### config.mk
export PLATFORM = sky130hd
export DESIGN_NAME = mtts_divsqrt
export DESIGN_NICKNAME = d
export VERILOG_FILES = /design/src/hw/rtl/mtts_pkg.sv /design/src/hw/rtl/mtts_divsqrt.sv
export SDC_FILE = /design/constraint.sdc
export NUM_CORES = 1
export LEC_CHECK = 0
export ABC_AREA = 1
export BUFFER_PORTS_ARGS = -buffer_cell sky130_fd_sc_hd__clkbuf_2
export CAP_MARGIN = 40
export CORE_ASPECT_RATIO = 1.1
export CORE_UTILIZATION = 52
export DETAILED_ROUTE_END_ITERATION = 7
export PLACE_DENSITY = 0.77
export SLEW_MARGIN = 5
export SYNTH_ARGS = -nofsm -noshare
export SYNTH_HDL_FRONTEND = slang
export SYNTH_SLANG_ARGS = --single-unit
### constraint.sdc
create_clock -name clk -period 3.1 [get_ports clk]
set_input_delay 0.775 -clock clk [delete_from_list [all_inputs] [get_ports clk]]
set_output_delay 0.775 -clock clk [all_outputs]
set_load 0.05 [all_outputs]
### src/hw/rtl/mtts_pkg.sv
// Shared types and constants for the move-to-target stepper.
// Used by mtts_divsqrt and move_to_target_stepper; depends on nothing.
`default_nettype none

package mtts_pkg;

	// Request codes carried on req_type.
	typedef enum logic [1:0] {
		REQ_TICK  = 2'd0,
		REQ_START = 2'd1,
		REQ_STOP  = 2'd2,
		REQ_SETPOS = 2'd3
	} req_e_t;

	// Multiplier pass codes used by the top-level sequencer.
	localparam logic [2:0] MS_STEP  = 3'd0;
	localparam logic [2:0] MS_SQX   = 3'd1;
	localparam logic [2:0] MS_SQY   = 3'd2;
	localparam logic [2:0] MS_SQZ   = 3'd3;
	localparam logic [2:0] MS_STEP2 = 3'd4;
	localparam logic [2:0] MS_ADVX  = 3'd5;
	localparam logic [2:0] MS_ADVY  = 3'd6;
	localparam logic [2:0] MS_ADVZ  = 3'd7;

	localparam int WIDE_W  = 66;  // squared distance and products
	localparam int ROOT_W  = 34;  // distance and divisor width
	localparam int REM_W   = 36;  // shared unit remainder
	localparam int CNT_W   = 7;
	localparam logic [CNT_W-1:0] DIV_STEPS  = 7'd66;
	localparam logic [CNT_W-1:0] SQRT_STEPS = 7'd33;

	// Command to the shared divide / square-root unit.
	typedef struct packed {
		logic start;
		logic sqrt_mode;
	} ds_cmd_t;

endpackage

`default_nettype wire

### src/hw/rtl/mtts_divsqrt.sv
// Iterative restoring divider and square-root unit sharing one subtractor.
// Depends on mtts_pkg.
`default_nettype none

module mtts_divsqrt
	import mtts_pkg::*;
(
	input  wire logic                clk,
	input  wire logic                arst_n,
	input  wire ds_cmd_t             cmd,
	input  wire logic [WIDE_W-1:0]   operand,
	input  wire logic [ROOT_W-1:0]   divisor,
	output logic                     busy,
	output logic                     done,
	output logic [WIDE_W-1:0]        result
);

	logic [REM_W-1:0]  rem_q;
	logic [WIDE_W-1:0] q_q;
	logic [WIDE_W-1:0] opnd_q;
	logic [ROOT_W-1:0] dvsr_q;
	logic [CNT_W-1:0]  cnt_q;
	logic              mode_q;
	logic              busy_q;
	logic              done_q;

	logic [REM_W-1:0]  pre;
	logic [REM_W-1:0]  sub;
	logic [REM_W:0]    diff;
	logic              ge;

	// One digit per cycle: a radix-4 pair for the root, one bit for division.
	always_comb begin
		if (mode_q) begin
			pre = {rem_q[REM_W-3:0], opnd_q[WIDE_W-1 -: 2]};
			sub = {q_q[ROOT_W-1:0], 2'b01};
		end else begin
			pre = {rem_q[REM_W-2:0], opnd_q[WIDE_W-1]};
			sub = {2'b00, dvsr_q};
		end
		diff = {1'b0, pre} - {1'b0, sub};
		ge   = ~diff[REM_W];
	end

	always_ff @(posedge clk or negedge arst_n) begin
		if (!arst_n) begin
			busy_q <= 1'b0;
			done_q <= 1'b0;
			cnt_q  <= '0;
			mode_q <= 1'b0;
		end else begin
			done_q <= 1'b0;
			if (cmd.start) begin
				busy_q <= 1'b1;
				mode_q <= cmd.sqrt_mode;
				cnt_q  <= cmd.sqrt_mode ? SQRT_STEPS : DIV_STEPS;
			end else if (busy_q) begin
				cnt_q <= cnt_q - 1'b1;
				if (cnt_q == 7'd1) begin
					busy_q <= 1'b0;
					done_q <= 1'b1;
				end
			end
		end
	end

	always_ff @(posedge clk) begin
		if (cmd.start) begin
			rem_q  <= '0;
			q_q    <= '0;
			opnd_q <= operand;
			dvsr_q <= divisor;
		end else if (busy_q) begin
			rem_q  <= ge ? diff[REM_W-1:0] : pre;
			q_q    <= {q_q[WIDE_W-2:0], ge};
			opnd_q <= mode_q ? {opnd_q[WIDE_W-3:0], 2'b00} : {opnd_q[WIDE_W-2:0], 1'b0};
		end
	end

	assign busy   = busy_q;
	assign done   = done_q;
	assign result = q_q;

	a_done_pulse: assert property (@(posedge clk) disable iff (!arst_n)
		done_q |=> !done_q) else $error("done held longer than one cycle");
	a_start_busy: assert property (@(posedge clk) disable iff (!arst_n)
		cmd.start |=> busy_q) else $error("unit did not start");
	a_done_idle: assert property (@(posedge clk) disable iff (!arst_n)
		done_q |-> !busy_q) else $error("done while still iterating");

endmodule

`default_nettype wire

==> results.toml <==
[run_status]
status = "finished clean"

[global_route]
grt_antenna_before_repair = 0
grt_pass1_vias = 10150
grt_pass1_wl_mm = 48.06
grt_max_degree = 88
track_usage_pct = 25.00
grt-ovfl-total = 0

[clock_tree]
numCtsBuffers = 22
clockRootBuffer = "clkbuf_16"
cts_tree = "done"
holdBufCountCts = 0
path_clk_slew_ns = 0.06
clockBufferDepth = 3
clk_latency_ns = 0.51
cts_sinks = 211
cts_max_level = 1

[cells_and_area]
nets = 1837
multiInputGateArea_um2 = 5095
area_delta_synth_final_pct = 17.06
seqCellArea_um2 = 5276
final_common_cell = "nand2_1"
diodes = 0
drive_above_1_share_pct = 15.61
final_cell_mix = "nand2_1, inv_1, clkbuf_2"
filler_cell_count = 1996

[power]
powerDensity_nw_per_um2 = 771.3
ir_drop_v = 0.0004129
finalPower_uw = 10590
leakage_uw = 0.006586

[yosys]
synth_cells = 1536
synth_flop_cell = "dfxtp_1"
seq_area_frac_synth_pct = 44.96
ys_types = 40
netlist_area_um2 = 11730
ys_warn_count = 0
async_flop_share_pct = 4.739
synth-edff-count = 100
syn_area_per_cell_um2 = 7.638
synth_seq_cells = 211
synth_nets = 1679

[critical_path]
crit_arrival_ns = 3.34
critPathTopFamily = "simple AND/OR/NAND/NOR gates"
crit_required_ns = 3.50
worst_setup_path_end_kind = "flip-flop"
slowest_stage = "dfrtp_2"
ff2ff_path_depth = 15
worstPathCellList = "clkinvlp_4, buf_4, o21ai_0, ha_1, nand2_1, inv_1, nand2_1, nand2_1, a21oi_2, nor2_2, nor2_4, buf_12, nand3_1, nand3_1, nand2_1"
cpPeakStageDelay_ns = 0.48
cp_common_cell = "nand2_1"
cp.depth = 15
cp_max_fo = 24
r2r_start = "mode_q"
cp-start-kind = "flip-flop"
cp-startpoint = "mode_q"
crit_type = "reg2reg"
critical_path_buf_inv_count = 4

[place]
place_hpwl_mm = 21.29
place.gp.congestion = 1.005
place.port_buffers = 171

[route]
wl_met2_mm = 13.94
routed.top_layer = "met4"
ant_nets = 0
vias = 10640
wl_met3_mm = 2.026
drt_first_iter_violations = 730
drc_errors = 0
vias_per_cell = 5.309
dr.pass1.iters = 5
wl_per_cell_um = 14.49
finalWirelength_mm = 29.05
drt-met1-wl_mm = 12.28

[sta]
setup_violations = 0
skew_ns = 0.01697
finalHoldViolations = 0
max_slew_margin_pct = 40.02
tightest_slew_ns = 0.8997
whs_ns = 0.1314
finalCritPeriodShare_pct = 94.78
fin_crit_ns = 2.938
max_freq_mhz = 340.4
drv_slew = 0

[floorplanning]
num_io_pins = 172
core_area_um2 = 22110
die_w_um = 145.2
rows = 57
die-area_um2 = 23170
dieHeight_um = 159.5
start_util_pct = 53.07

[job]
cap_violations = 0

[hold_path]
hold_path.class = "in2async"
[repair_timing]
item	CTS	global route
setup buffers	0	2
setup endpoints to repair	0	36
gates resized for setup	0	6
[synth_stat cells (5+ instances only)]
library cell / count / area share [%]
a21oi_1: 21 / 0.90
buf_1: 5 / 0.16
buf_2: 11 / 0.47
clkbuf_1: 45 / 1.4
dfrtp_1: 10 / 2.1
dfxtp_1: 101 / 17
edfxtp_1: 100 / 26
ha_1: 38 / 4.1
inv_1: 283 / 9.1
nand2_1: 463 / 15
nand2_2: 5 / 0.27
nand3_1: 75 / 3.2
nand3b_1: 6 / 0.38
nand4_1: 39 / 2.1
nor2_1: 54 / 1.7
nor2_2: 7 / 0.37
nor3_1: 10 / 0.43
o21ai_0: 75 / 3.2
o221ai_1: 66 / 4.9
o22ai_1: 65 / 3.5
or2_2: 7 / 0.37
xor2_1: 15 / 1.1
[per-stage QoR]
step | cell area, um^2 | setup WS [ns] | utilization [%] | std cells | TNS (ns)
after floorplan | 11730 | 0.2690 | - | 1536 | 0
after global placement | 12990 | 0.1962 | 58.75 | 1963 | 0
after detailed placement | 12990 | 0.1094 | 58.75 | 1963 | 0
after CTS | 13700 | 0.08191 | 61.95 | 2003 | 0
after global routing | 13730 | -0.01646 | 62.12 | 2005 | -0.1051
final | 13730 | 0.1619 | 62.12 | 2005 | 0
[worst reg2reg max path, cell delays in order, from the launching register on]
cell and delay (ns):
dfrtp_2 0.48, clkinvlp_4 0.20, buf_4 0.25, o21ai_0 0.26
ha_1 0.34, nand2_1 0.15, inv_1 0.05, nand2_1 0.06
nand2_1 0.07, a21oi_2 0.16, nor2_2 0.06, nor2_4 0.24
buf_12 0.22, nand3_1 0.14, nand3_1 0.09, nand2_1 0.05
[metal layers]
layer,global-route usage [%],vias up
li1,-,5382
met1,31.06,4831
met2,43.27,371
met3,4.814,60
met4,8.804,0
met5,0,-
[cell type report]
cell class                      instances  area share [%]
Timing Repair Buffer                  202           8.818
Tap cell                              295           2.687
Sequential cell                       211           38.42
Clock inverter                          2          0.1002
Clock buffer                           38           5.047
Multi-Input combinational cell        972           37.10
Inverter                              285           7.835
[power by group]
group / leakage (uW) / internal [uW] / switching, uW / total, uW
Clock: 0.000344 / 1520 / 1060 / 2570
Sequential: 0.00200 / 3360 / 194 / 3560
Combinational: 0.00424 / 1550 / 2910 / 4460
[logic make-up after synthesis]
kind of cell | after synthesis | synth area share (%)
xor+xnor | 18 | 1.344
compound gates | 237 | 13.22
flops | 211 | 44.96
buf+inv | 353 | 11.74
fa+ha+maj | 39 | 4.223
simple gates | 678 | 24.51
[state kept, by name, indices dropped and copies added, names as in the netlist]
name    cells
opnd_q     66
result     66
done        1
cnt_q       7
rem_q      35
mode_q      1
dvsr_q     34
busy        1
[final timing paths]
kind | to | slack (ns)
worst max-delay path | rem_q[4] | 0.16
worst min-delay path | cnt_q[4] | 0.13
worst max register to register | rem_q[4] | 0.16
worst min register to register | result[65] | 0.47
max in group asynchronous | mode_q | 2.73
min in group clk | dvsr_q[27] | 0.44
No activity file was read; power rests on OpenSTA's default activity.
